File: config.mk
export PLATFORM = sky130hd
export DESIGN_NAME = windowed_speed_tracker
export DESIGN_NICKNAME = d
export VERILOG_FILES = /design/src/rtl/wst_pkg.sv /design/src/rtl/wst_front.sv /design/src/rtl/wst_queue.sv /design/src/rtl/wst_back.sv /design/src/rtl/windowed_speed_tracker.sv
export VERILOG_INCLUDE_DIRS = /design/src /design/src/rtl
export SDC_FILE = /design/constraint.sdc
export NUM_CORES = 2
export LEC_CHECK = 0
export BUFFER_PORTS_ARGS = -buffer_cell sky130_fd_sc_hd__buf_2
export CAP_MARGIN = 20
export CELL_PAD_IN_SITES_DETAIL_PLACEMENT = 0
export CELL_PAD_IN_SITES_GLOBAL_PLACEMENT = 2
export CORE_ASPECT_RATIO = 2
export CORE_MARGIN = 5
export CORE_UTILIZATION = 39
export CTS_CLUSTER_SIZE = 20
export DETAILED_ROUTE_END_ITERATION = 8
export PLACE_DENSITY_LB_ADDON = 0.1
export SLEW_MARGIN = 15
export SYNTH_ARGS = -nofsm -noshare
export SYNTH_HDL_FRONTEND = slang
export SYNTH_HIERARCHICAL = 1
export SYNTH_SLANG_ARGS = --single-unit
export TNS_END_PERCENT = 5
File: constraint.sdc
create_clock -name clk -period 22.3 [get_ports clk]
set_input_delay 4.46 -clock clk [delete_from_list [all_inputs] [get_ports clk]]
set_output_delay 4.46 -clock clk [all_outputs]
set_load 0.05 [all_outputs]
File: src/rtl/windowed_speed_tracker_assert.svh
// Assertion macros for the windowed speed tracker.
// Used by the top level only; no other dependencies.
`ifndef WINDOWED_SPEED_TRACKER_ASSERT_SVH
`define WINDOWED_SPEED_TRACKER_ASSERT_SVH
`ifndef SYNTHESIS
`define WST_ASSERT_IMPL(label, clk, rst, a, c) \
  label: assert property (@(posedge clk) disable iff (rst) (a) |-> (c)) \
    else $error("assertion failed");
`define WST_ASSERT_NEXT(label, clk, rst, a, c) \
  label: assert property (@(posedge clk) disable iff (rst) (a) |=> (c)) \
    else $error("assertion failed");
`else
`define WST_ASSERT_IMPL(label, clk, rst, a, c)
`define WST_ASSERT_NEXT(label, clk, rst, a, c)
`endif
`endif

File: src/rtl/wst_pkg.sv
// Shared types and constants of the windowed speed tracker.
// No dependencies.
package wst_pkg;
  localparam int Depth = 8;
  localparam int IdxW = $clog2(Depth);
  localparam logic [15:0] GapReset = 16'd2000;
  localparam logic [31:0] SpeedMax = 32'hFFFF_FFFF;
  localparam logic ActFix = 1'b0;

  typedef struct packed {
    logic               action;
    logic signed [19:0] center_x;
    logic signed [19:0] center_y;
    logic signed [19:0] raw_x;
    logic signed [19:0] raw_y;
    logic [47:0]        time_ms;
  } in_item_t;

  typedef struct packed {
    logic               located;
    logic               speed_ok;
    logic signed [19:0] last_center_x;
    logic signed [19:0] last_center_y;
    logic signed [19:0] last_raw_x;
    logic signed [19:0] last_raw_y;
    logic [31:0]        speed;
  } out_item_t;

  // Job handed from the front part to the math back part.
  typedef struct packed {
    logic               located;
    logic               stable;
    logic signed [19:0] cx;
    logic signed [19:0] cy;
    logic signed [19:0] rx;
    logic signed [19:0] ry;
    logic signed [20:0] dx;
    logic signed [20:0] dy;
    logic [47:0]        span;
    logic               span_bad;
  } job_t;
endpackage

File: src/rtl/wst_front.sv
// Front part: ring state, gap test and job building for each item.
// Depends on wst_pkg.
module wst_front (
  input  logic              clk,
  input  logic              rst,
  input  logic [15:0]       gap,
  input  wst_pkg::in_item_t in_item,
  input  logic              in_valid,
  output logic              in_ready,
  output wst_pkg::job_t     job,
  output logic              job_valid,
  input  logic              job_ready
);
  import wst_pkg::*;

  typedef enum logic [1:0] {S_IDLE, S_READ, S_SEND} state_t;

  state_t           state;
  logic [39:0]      hist_pos [Depth];
  logic [47:0]      hist_time [Depth];
  logic [IdxW-1:0]  write_index;
  logic             ring_full;
  logic [47:0]      prev_time;
  logic             located_flag;
  logic [39:0]      cur_center;
  logic [39:0]      cur_raw;
  logic [IdxW-1:0]  old_idx;
  logic [IdxW-1:0]  new_idx;
  logic [39:0]      old_pos, new_pos;
  logic [47:0]      old_time, new_time;
  logic [48:0]      gap_sum;
  logic             wrap;

  assign in_ready = (state == S_IDLE);
  assign gap_sum  = {1'b0, prev_time} + {33'd0, gap};
  assign wrap     = (write_index == IdxW'(Depth - 1));

  // Memories: written on a fix, read registered for the job.
  always_ff @(posedge clk) begin
    if (in_valid && in_ready && in_item.action == ActFix) begin
      hist_pos[(gap_sum < {1'b0, in_item.time_ms}) ? '0 : write_index] <=
        {in_item.center_y, in_item.center_x};
      hist_time[(gap_sum < {1'b0, in_item.time_ms}) ? '0 : write_index] <= in_item.time_ms;
    end
    old_pos  <= hist_pos[old_idx];
    new_pos  <= hist_pos[new_idx];
    old_time <= hist_time[old_idx];
    new_time <= hist_time[new_idx];
  end

  assign new_idx = (old_idx == '0) ? IdxW'(Depth - 1) : old_idx - 1'b1;

  // Control state and classification.
  always_ff @(posedge clk) begin
    if (rst) begin
      state        <= S_IDLE;
      write_index  <= '0;
      ring_full    <= 1'b0;
      prev_time    <= '0;
      located_flag <= 1'b0;
      cur_center   <= '0;
      cur_raw      <= '0;
      old_idx      <= '0;
      job_valid    <= 1'b0;
    end else begin
      case (state)
        S_IDLE: begin
          if (in_valid) begin
            if (in_item.action == ActFix) begin
              located_flag <= 1'b1;
              cur_center   <= {in_item.center_y, in_item.center_x};
              cur_raw      <= {in_item.raw_y, in_item.raw_x};
              prev_time    <= in_item.time_ms;
              if (gap_sum < {1'b0, in_item.time_ms}) begin
                write_index <= IdxW'(1);
                ring_full   <= 1'b0;
                old_idx     <= IdxW'(1);
              end else begin
                write_index <= wrap ? '0 : write_index + 1'b1;
                ring_full   <= ring_full | wrap;
                old_idx     <= wrap ? '0 : write_index + 1'b1;
              end
            end else begin
              located_flag <= 1'b0;
            end
            state <= S_READ;
          end
        end
        S_READ: begin
          state     <= S_SEND;
        end
        S_SEND: begin
          if (!job_valid) begin
            job_valid <= 1'b1;
          end else if (job_ready) begin
            job_valid <= 1'b0;
            state     <= S_IDLE;
          end
        end
        default: state <= S_IDLE;
      endcase
    end
  end

  // Job payload from registered reads.
  always_comb begin
    job.located  = located_flag;
    job.stable   = located_flag & ring_full;
    job.cx       = cur_center[19:0];
    job.cy       = cur_center[39:20];
    job.rx       = cur_raw[19:0];
    job.ry       = cur_raw[39:20];
    job.dx       = 21'(signed'(new_pos[19:0])) - 21'(signed'(old_pos[19:0]));
    job.dy       = 21'(signed'(new_pos[39:20])) - 21'(signed'(old_pos[39:20]));
    job.span     = new_time - old_time;
    job.span_bad = (new_time <= old_time);
  end
endmodule

File: src/rtl/wst_queue.sv
// Two-entry queue between front and back parts.
// Depends on wst_pkg.
module wst_queue (
  input  logic          clk,
  input  logic          rst,
  input  wst_pkg::job_t wr_data,
  input  logic          wr_valid,
  output logic          wr_ready,
  output wst_pkg::job_t rd_data,
  output logic          rd_valid,
  input  logic          rd_ready
);
  import wst_pkg::*;

  job_t       slots [2];
  logic       wr_ptr, rd_ptr;
  logic [1:0] count;

  assign wr_ready = (count != 2'd2);
  assign rd_valid = (count != 2'd0);
  assign rd_data  = slots[rd_ptr];

  // Slot storage.
  always_ff @(posedge clk) begin
    if (wr_valid && wr_ready) slots[wr_ptr] <= wr_data;
  end

  // Pointers and fill count.
  always_ff @(posedge clk) begin
    if (rst) begin
      wr_ptr <= 1'b0;
      rd_ptr <= 1'b0;
      count  <= '0;
    end else begin
      if (wr_valid && wr_ready) wr_ptr <= ~wr_ptr;
      if (rd_valid && rd_ready) rd_ptr <= ~rd_ptr;
      count <= count + 2'(wr_valid && wr_ready) - 2'(rd_valid && rd_ready);
    end
  end
endmodule

File: src/rtl/wst_back.sv
// Back part: squared distance, iterative square root, scaling and divide.
// Depends on wst_pkg.
module wst_back (
  input  logic               clk,
  input  logic               rst,
  input  wst_pkg::job_t      job,
  input  logic               job_valid,
  output logic               job_ready,
  output wst_pkg::out_item_t out_item,
  output logic               out_valid,
  input  logic               out_ready
);
  import wst_pkg::*;

  typedef enum logic [2:0] {B_IDLE, B_SQ, B_SUM, B_ROOT, B_MUL, B_DIV, B_OUT} state_t;

  state_t      state;
  job_t        cur;
  logic [41:0] sq_x, sq_y;
  logic [42:0] rem;
  logic [21:0] root;
  logic [5:0]  cnt;
  logic [43:0] d2;
  logic [31:0] prod;
  logic [47:0] div_rem;
  logic [31:0] quot;
  logic [23:0] trial;
  logic [44:0] rem_sh;
  logic [48:0] drem_sh;
  logic [31:0] speed_r;
  logic        sat;

  assign job_ready = (state == B_IDLE);
  assign trial     = {root, 2'b01};
  assign rem_sh    = {rem, d2[43:42]};
  assign drem_sh   = {div_rem, prod[31]};

  always_ff @(posedge clk) begin
    if (rst) begin
      state     <= B_IDLE;
      out_valid <= 1'b0;
    end else begin
      case (state)
        B_IDLE: begin
          if (job_valid) begin
            cur   <= job;
            state <= B_SQ;
          end
        end
        // One multiplier per axis, registered.
        B_SQ: begin
          sq_x  <= 42'($signed(cur.dx) * $signed(cur.dx));
          sq_y  <= 42'($signed(cur.dy) * $signed(cur.dy));
          state <= B_SUM;
        end
        // The radicand is taken as 44 bits so that bit pairs line up from the bottom.
        B_SUM: begin
          d2    <= {2'b00, sq_x} + {2'b00, sq_y};
          rem   <= '0;
          root  <= '0;
          cnt   <= 6'd22;
          state <= B_ROOT;
        end
        // Restoring square root, two radicand bits per cycle.
        B_ROOT: begin
          d2 <= {d2[41:0], 2'b00};
          if ({21'd0, trial} <= rem_sh) begin
            rem  <= 43'(rem_sh - {21'd0, trial});
            root <= {root[20:0], 1'b1};
          end else begin
            rem  <= rem_sh[42:0];
            root <= {root[20:0], 1'b0};
          end
          cnt <= cnt - 1'b1;
          if (cnt == 6'd1) state <= B_MUL;
        end
        B_MUL: begin
          prod    <= 32'({10'd0, root} * 32'd1000);
          div_rem <= '0;
          quot    <= '0;
          cnt     <= 6'd32;
          state   <= B_DIV;
        end
        // Restoring division, one quotient bit per cycle.
        B_DIV: begin
          prod <= {prod[30:0], 1'b0};
          if (drem_sh >= {1'b0, cur.span}) begin
            div_rem <= 48'(drem_sh - {1'b0, cur.span});
            quot    <= {quot[30:0], 1'b1};
          end else begin
            div_rem <= drem_sh[47:0];
            quot    <= {quot[30:0], 1'b0};
          end
          cnt <= cnt - 1'b1;
          if (cnt == 6'd1) state <= B_OUT;
        end
        B_OUT: begin
          if (!out_valid) begin
            out_valid <= 1'b1;
            speed_r   <= !cur.stable ? 32'd0 : (sat ? SpeedMax : quot);
          end else if (out_ready) begin
            out_valid <= 1'b0;
            state     <= B_IDLE;
          end
        end
        default: state <= B_IDLE;
      endcase
    end
  end

  // Root is at most 22 bits so root*1000 fits 32 bits; quotient never exceeds max.
  assign sat = cur.span_bad;

  always_comb begin
    out_item.located       = cur.located;
    out_item.speed_ok      = cur.stable;
    out_item.last_center_x = cur.cx;
    out_item.last_center_y = cur.cy;
    out_item.last_raw_x    = cur.rx;
    out_item.last_raw_y    = cur.ry;
    out_item.speed         = speed_r;
  end
endmodule

File: src/rtl/windowed_speed_tracker.sv
// Top level of the windowed speed tracker: config register, front, queue, back.
// Depends on wst_pkg, wst_front, wst_queue, wst_back and the assertion header.
//
// Channel    Direction  Handshake
// in         input      in_valid / in_ready, payload in_item
// out        output     out_valid / out_ready, payload out_item
// cfg        input      cfg_valid / cfg_ready, payload cfg_data
//
// The front part takes a new item only after handing its job to the queue; the back part
// finishes each item, through the 22-step square root and the 32-step divide, before the next.
// Reset is synchronous; ring and history restart empty. Either side may stall;
// the two-entry queue lets the front part run ahead of the back part.
`include "windowed_speed_tracker_assert.svh"
module windowed_speed_tracker (
  input  logic               clk,
  input  logic               rst,
  input  wst_pkg::in_item_t  in_item,
  input  logic               in_valid,
  output logic               in_ready,
  output wst_pkg::out_item_t out_item,
  output logic               out_valid,
  input  logic               out_ready,
  input  logic [15:0]        cfg_data,
  input  logic               cfg_valid,
  output logic               cfg_ready
);
  import wst_pkg::*;

  logic [15:0] gap_timeout_ms;
  job_t        f_job, q_job;
  logic        f_valid, f_ready, q_valid, q_ready;

  assign cfg_ready = 1'b1;

  // Configuration register.
  always_ff @(posedge clk) begin
    if (rst) gap_timeout_ms <= GapReset;
    else if (cfg_valid) gap_timeout_ms <= cfg_data;
  end

  wst_front u_front (
    .clk, .rst, .gap(gap_timeout_ms), .in_item, .in_valid, .in_ready,
    .job(f_job), .job_valid(f_valid), .job_ready(f_ready)
  );

  wst_queue u_queue (
    .clk, .rst, .wr_data(f_job), .wr_valid(f_valid), .wr_ready(f_ready),
    .rd_data(q_job), .rd_valid(q_valid), .rd_ready(q_ready)
  );

  wst_back u_back (
    .clk, .rst, .job(q_job), .job_valid(q_valid), .job_ready(q_ready),
    .out_item, .out_valid, .out_ready
  );

  // A result never claims stability without being located.
  `WST_ASSERT_IMPL(a_stable_located, clk, rst, out_valid, !out_item.speed_ok || out_item.located)
  // Unstable results carry zero speed.
  `WST_ASSERT_IMPL(a_zero_speed, clk, rst, out_valid && !out_item.speed_ok, out_item.speed == 0)
  // A stalled result holds.
  `WST_ASSERT_NEXT(a_out_hold, clk, rst, out_valid && !out_ready, out_valid && $stable(out_item))
endmodule

# After elaboration in Yosys (flattened, before gate mapping)

Memory sizes are Yosys's and may differ from the RTL's. A register that Yosys moved wholly into a read port is not among the register bits.
Cells that the tools add are included.

Word-level logic and storage cells: 130
Bits in read-only memories: 0
Bits in latches: 0
RAM bits: 1050
Input port bits: 150
Flip-flop bits (word level): 503
Memories: 3
Output and inout bits: 117

Bitwise logic cells: 7
Shifts and indexed selects: 0
Reductions and logical operators: 22
$lt $le $gt $ge: 4
Divide/modulo/power cells: 0
Add/sub/neg operators: 12
Multiply operators: 3
Mux-type cells: 36
Eq/ne operators: 19

Memories:

| memory            | words | bits a word | read ports | clocked after Yosys merged registers in | wr ports | RTL line        | RTL |
|---|---|---|---|---|---|---|---|
| u_front.hist_time | 8     | 48          | 2          | 2                                       | 1        | wst_front.sv:20 | `logic [47:0] hist_time [Depth];` |
| u_queue.slots     | 2     | 173         | 1          | 1                                       | 1        | wst_queue.sv:15 | `job_t slots [2];` |
| u_front.hist_pos  | 8     | 40          | 2          | 2                                       | 1        | wst_front.sv:19 | `logic [39:0] hist_pos [Depth];` |

Operators with widths:

| operator                | number |
|---|---|
| $pmux W32 S2            | 2 |
| $pmux W48 S2            | 1 |
| $sub A48 B48 Y48        | 2 |
| $pmux W44 S2            | 1 |
| $pmux W43 S2            | 1 |
| $mul A21 B21 Y42        | 2 |
| $add A48 B16 Y49        | 1 |
| $ge A49 B48 Y1          | 1 |
| $lt A49 B48 Y1          | 1 |
| $le A48 B48 Y1          | 1 |
| $mux W48                | 1 |
| $le A24 B45 Y1          | 1 |
| $pmux W22 S2            | 1 |
| $add A42 B42 Y43        | 1 |
| $mux W43                | 1 |
| $sub A43 B24 Y43        | 1 |
| $sub A20 B20 Y21        | 2 |
| $mux W32                | 1 |
| $mul A22 B7 Y29 const B | 1 |
| $mux W3                 | 9 |
| $pmux W3 S7             | 1 |
| $pmux W6 S3             | 1 |
| $eq A3 B3 Y1 const B    | 4 |
| $mux W1                 | 12 |
| 26 further kinds        | 53 |

# Longest topological paths before layout

Depth after elaboration: 5
Depth in mapped cells: 30
Depth with buffers taken out: 28

# Cells and area by module

Netlist, hierarchy kept.

By module, submodules not included:

| module                 | cells an instance | area each (µm²) | instances | seq. area each (µm²) |
|---|---|---|---|---|
| wst_back               | 5702              | 58640.0         | 1         | 15424.8 |
| wst_front              | 3420              | 47184.0         | 1         | 27386.3 |
| wst_queue              | 564               | 12824.8         | 1         | 10490.1 |
| windowed_speed_tracker | 54                | 611.8           | 1         | 320.3 |

# Worst setup path before layout

OpenSTA, ideal clock, no wires.

Kind: input -> register
Start point: input rst
End point: register u_back/cur[10] in the netlist's numbering, enable pin
Path buffers: 1
Library setup time: 917 ps
Stages on the path: 4
Setup slack: 4952 ps
Required time: 21383 ps
Data arrival time: 16431 ps
Cell sequence: clkbuf_1 -> nor2_1 -> nand2_1 -> nor3_1

Cells in the longest elaborated chain, start to end: 2

Ends and longest elaborated chain:

| element                            | RTL line                     | RTL |
|---|---|---|
| from (decl)                        | windowed_speed_tracker.sv:16 | `input logic rst,` |
| $not A1 Y1 (no source line)        | -                            |  |
| $reduce_and A3 Y1 (no source line) | -                            |  |
| to (signal assigned)               | wst_back.sv:46               | `cur <= job;` |
| to (decl)                          | wst_back.sv:18               | `job_t cur;` |

No other way between the ends.
A chain may end at the register's enable or synchronous reset.

# Worst setup path in the final report

Start point: register u_back/cur[54] in the netlist's numbering
End point: register u_back.sq_y[40], data pin

Cells in the longest elaborated chain, start to end: 1

Ends and longest elaborated chain:

| element              | RTL line       | RTL |
|---|---|---|
| $mul A21 B21 Y42     | wst_back.sv:53 | `sq_y <= 42'($signed(cur.dy) * $signed(cur.dy));` |
| to (signal assigned) | wst_back.sv:53 |  |
| to (decl)            | wst_back.sv:19 | `logic [41:0] sq_x, sq_y;` |

No other way between the ends.

==> summary.md <==
| Metric | Value |
|---|---|
| Gpl congestion | about 0.86 |
| Nets | 11600 |
| Wirelength per Cell | 22.9 um |
| Delay-heaviest family, CP | adder cells |
| Mean Syn Cell Area | between 10 and 15 sq um |
| Area growth syn-to-layout | 9.72% |
| CP max stage delay | 0.93 ns |
| Worst slew pin tran | 1.11 ns |
| Vias per cell | 5.16 |
| Die Height | 792 um |
| CTS sink cnt | 1898 |
| Fin crit share | 38.8% |
| R2R Path Start | u_back/cur[54] |
| Clk slew on worst S/H paths | 0.07 ns |
| Post_cts resized | 0 |
| Flop-to-flop setup slack | 13.66 ns |
| Async S/R FF share, synth | 0% |
| Relative slew margins | 26.0% |
| Max-Cap Viols | 0 |
| Share of the synthesized area in the top cell type | 39.3% |
| Die area | 318000 sq um |
| Fraction of layout instances using a drive strength above 1 | ~14% |
| Crit path top cell by count | fa_1 |
| Max Root-Sink Buffers | 4 |
| Status | complete, no violations |
| Buffers & Inverters on Critical Path | 5 |
| Post-cts hold buffer count | 0 |
| WL final | 322000 um |
| Unrepaired setup endpoints after global routing | false |
| Top post-synthesis cells by count | edfxtp_1 (1561), inv_1 (1502), nand2_1 (985), fa_1 (914), ha_1 (624) |
| Post-CTS setup buffer count | 0 |
| Worst setup path category | register to register |
| Dominant cells by area after synthesis | edfxtp_1 (39%), fa_1 (15%), mux4_2 (6.6%), ha_1 (6.5%), dfxtp_1 (5.7%) |
| Hold/Removal Path Class | register to register |
| Final setup TNS | 0 ns |
| GR Overflow Total | 0 |
| Area of the mapped netlist | 119000 sq um |
| Final Skew | 0.119 ns |
| Dpl hpwl | between 200000 and 250000 um |
| Register bit total from synthesis | 1898 |
| Hold Path Stages | 0 |
| R2R depth | 25 |
| CTS tree | done |
| Worst hold endpoint | u_queue/slots[0][129] |
| Total track usage | 20.1% |
| Port bufs | 265 |
| Register area share after synthesis | 45.0% |
| Synth Warn # | 6 |
| Crit end category | register |
| Vias in the first global route | 80300 |
| Remaining DRCs | 0 |
| Worst hold start | u_front/cur_raw[18] |
| Pre-antenna DRT Iters | 9 |
| Main flop type after synthesis | edfxtp_1 |
| First-pass GRT wire length | between 400000 and 500000 um |
| Post-synth EDFFs | 1561 |
| Most frequent cell after synthesis | edfxtp_1 |
| Largest fanout on the critical path | 17 |
| Initial Utilization | 39.1% |
| FMAX | 116 MHz |
| Initial drt markers | 3382 |
| # H-tree levels | 4 |
| DR vias | 72600 |
| Post-Syn Nets | between 10000 and 15000 |
| Final-report setup violation count | 0 |
| Die width | 401 um |
| Number of placed I/O pins | 267 |
| Min Tclk post-route | around 8.6 ns |
| Crit path arrival time | 9.27 ns |
| Crit path required time | approximately 23 ns |
| Initial antenna violation count | 18 |
| Final Max Slew Viols | 0 |
| Antenna Nets Post-Route | 0 |
| Gate Count Post-Synth | 9740 |
| Row count | 287 |
| Core footprint | 305000 sq um |
| Hold Fails Final Rpt | 0 |
| Clock root buffer | clkbuf_16 |
| Total CTS buffers | 188 |
| CP max stage cell | edfxtp_1 |
| Cell taking the most area after synthesis | edfxtp_1 |
| Critical path startpoint category | register |
| Clk Latency, worst-skew pair | 0.94 ns |
| Worst R2R End | u_back/sq_y[40] |
| Largest net degree at the start of global routing | 127 |
| Cell variety after synth | 97 |
[worst register-to-register path: cells and delay by family, from the launching register on]
family,cells,cell delay (ns)
xor+xnor,1,0.08
compound gates,9,2.05
buf+inv,5,0.89
simple gates,2,0.39
flops,1,0.93
fa+ha+maj,8,4.09
[cell families (layout without fill, tap and decap cells)]
group / count (synthesis) / in the layout / share of synthesized area (%)
XOR/XNOR: 361 / 361 / 2.65
multiplexers: 645 / 645 / 9.38
flip-flops: 1898 / 1898 / 45.0
buffers and inverters: 1943 / 2225 / 6.62
AO/OA/AOI/OAI: 1265 / 1265 / 6.70
adder cells (fa/ha/maj): 1538 / 1538 / 21.9
AND/OR/NAND/NOR: 2089 / 2089 / 7.79
other: 1 / 6 / 0.00314
[placed cells by master (no fill, tap or decap), types with 17 or more instances in the layout]
cell,count
nand4_1,51
a31o_2,17
nor3_1,58
ha_1,623
xor2_1,134
and2_1,136
clkbuf_1,29
o21bai_1,33
a211oi_1,31
bufinv_16,21
mux2i_1,28
nand2b_1,51
clkinv_1,28
inv_1,1501
a21o_1,173
fa_1,914
or3_1,28
clkinv_2,30
a21oi_1,499
nor2b_1,43
xnor2_1,227
buf_2,264
nor2_1,484
a31oi_1,29
mux2_2,265
o21ai_0,188
edfxtp_1,1561
mux4_2,352
nand3_1,83
dfxtp_1,333
nand2_1,984
o31ai_1,25
or2_2,18
and3_1,68
buf_4,99
o21a_1,90
clkbuf_16,191
[state kept, by name, indices dropped and copies added, names as in the netlist, 43 cells and up, named ones only]
register / count
u_front/hist_time: 384
u_queue/slots: 346
u_front/hist_pos: 320
u_back/cur: 90
u_back/out_item: 82
u_back/div_rem: 48
u_front/new_time: 48
u_front/old_time: 48
u_front/prev_time: 48
u_back/d2: 44
u_back/rem: 43
[metal layers]
metal	part of all wire, %	up-vias	global-route usage [%]
met5	0.025	-	0
li1	-	33500	-
met4	4.4	10	7.92
met2	58	1279	40.8
met3	3.0	539	2.03
met1	35	37400	20.9
[final cells by class]
cell class / instances / area [sq um]
fill: 28600 / 174000
multi-input combinational: 5899 / 57900
sequential: 1898 / 53600
inverter: 1509 / 5670
clock buffer: 233 / 5070
tap: 4046 / 5060
timing repair buffer: 373 / 2270
clock inverter: 110 / 1220
antenna: 5 / 12.5
[stage by stage]
| stage | hold WS, ns | worst slack [ns] | area, sq um | utilization [%] | std cells |
|---|---|---|---|---|---|
| after floorplan | 0.425 | 4.95 | 119000 | - | 9740 |
| after global placement | 0.430 | 13.00 | 124000 | 40.8 | 13700 |
| after detailed placement | 0.439 | 13.02 | 125000 | 40.8 | 13700 |
| after CTS | 0.388 | 13.59 | 131000 | 42.9 | 14100 |
| after global routing | 0.409 | 13.16 | 131000 | 42.9 | 14100 |
| final | 0.397 | 13.66 | 131000 | 42.9 | 14100 |
[worst max path at each step]
stage,endpoint,from,slack [ns],cells after the start
2_1_floorplan,u_back/cur[10],rst,4.95,4
3_3_place_gp,u_front/hist_pos[0][25],in_item[28],13.00,13
3_5_place_dp,u_front/hist_pos[0][20],in_item[28],13.02,13
4_1_cts,u_back/sq_y[41],u_back/cur[69],13.59,24
5_1_grt,u_back/sq_y[41],u_back/cur[69],13.16,24
6_report,u_back/sq_y[40],u_back/cur[54],13.66,25
Power is left out: the tool's default activity adds up to more than one toggle a clock period on the data nets, which glitch-free logic cannot reach.
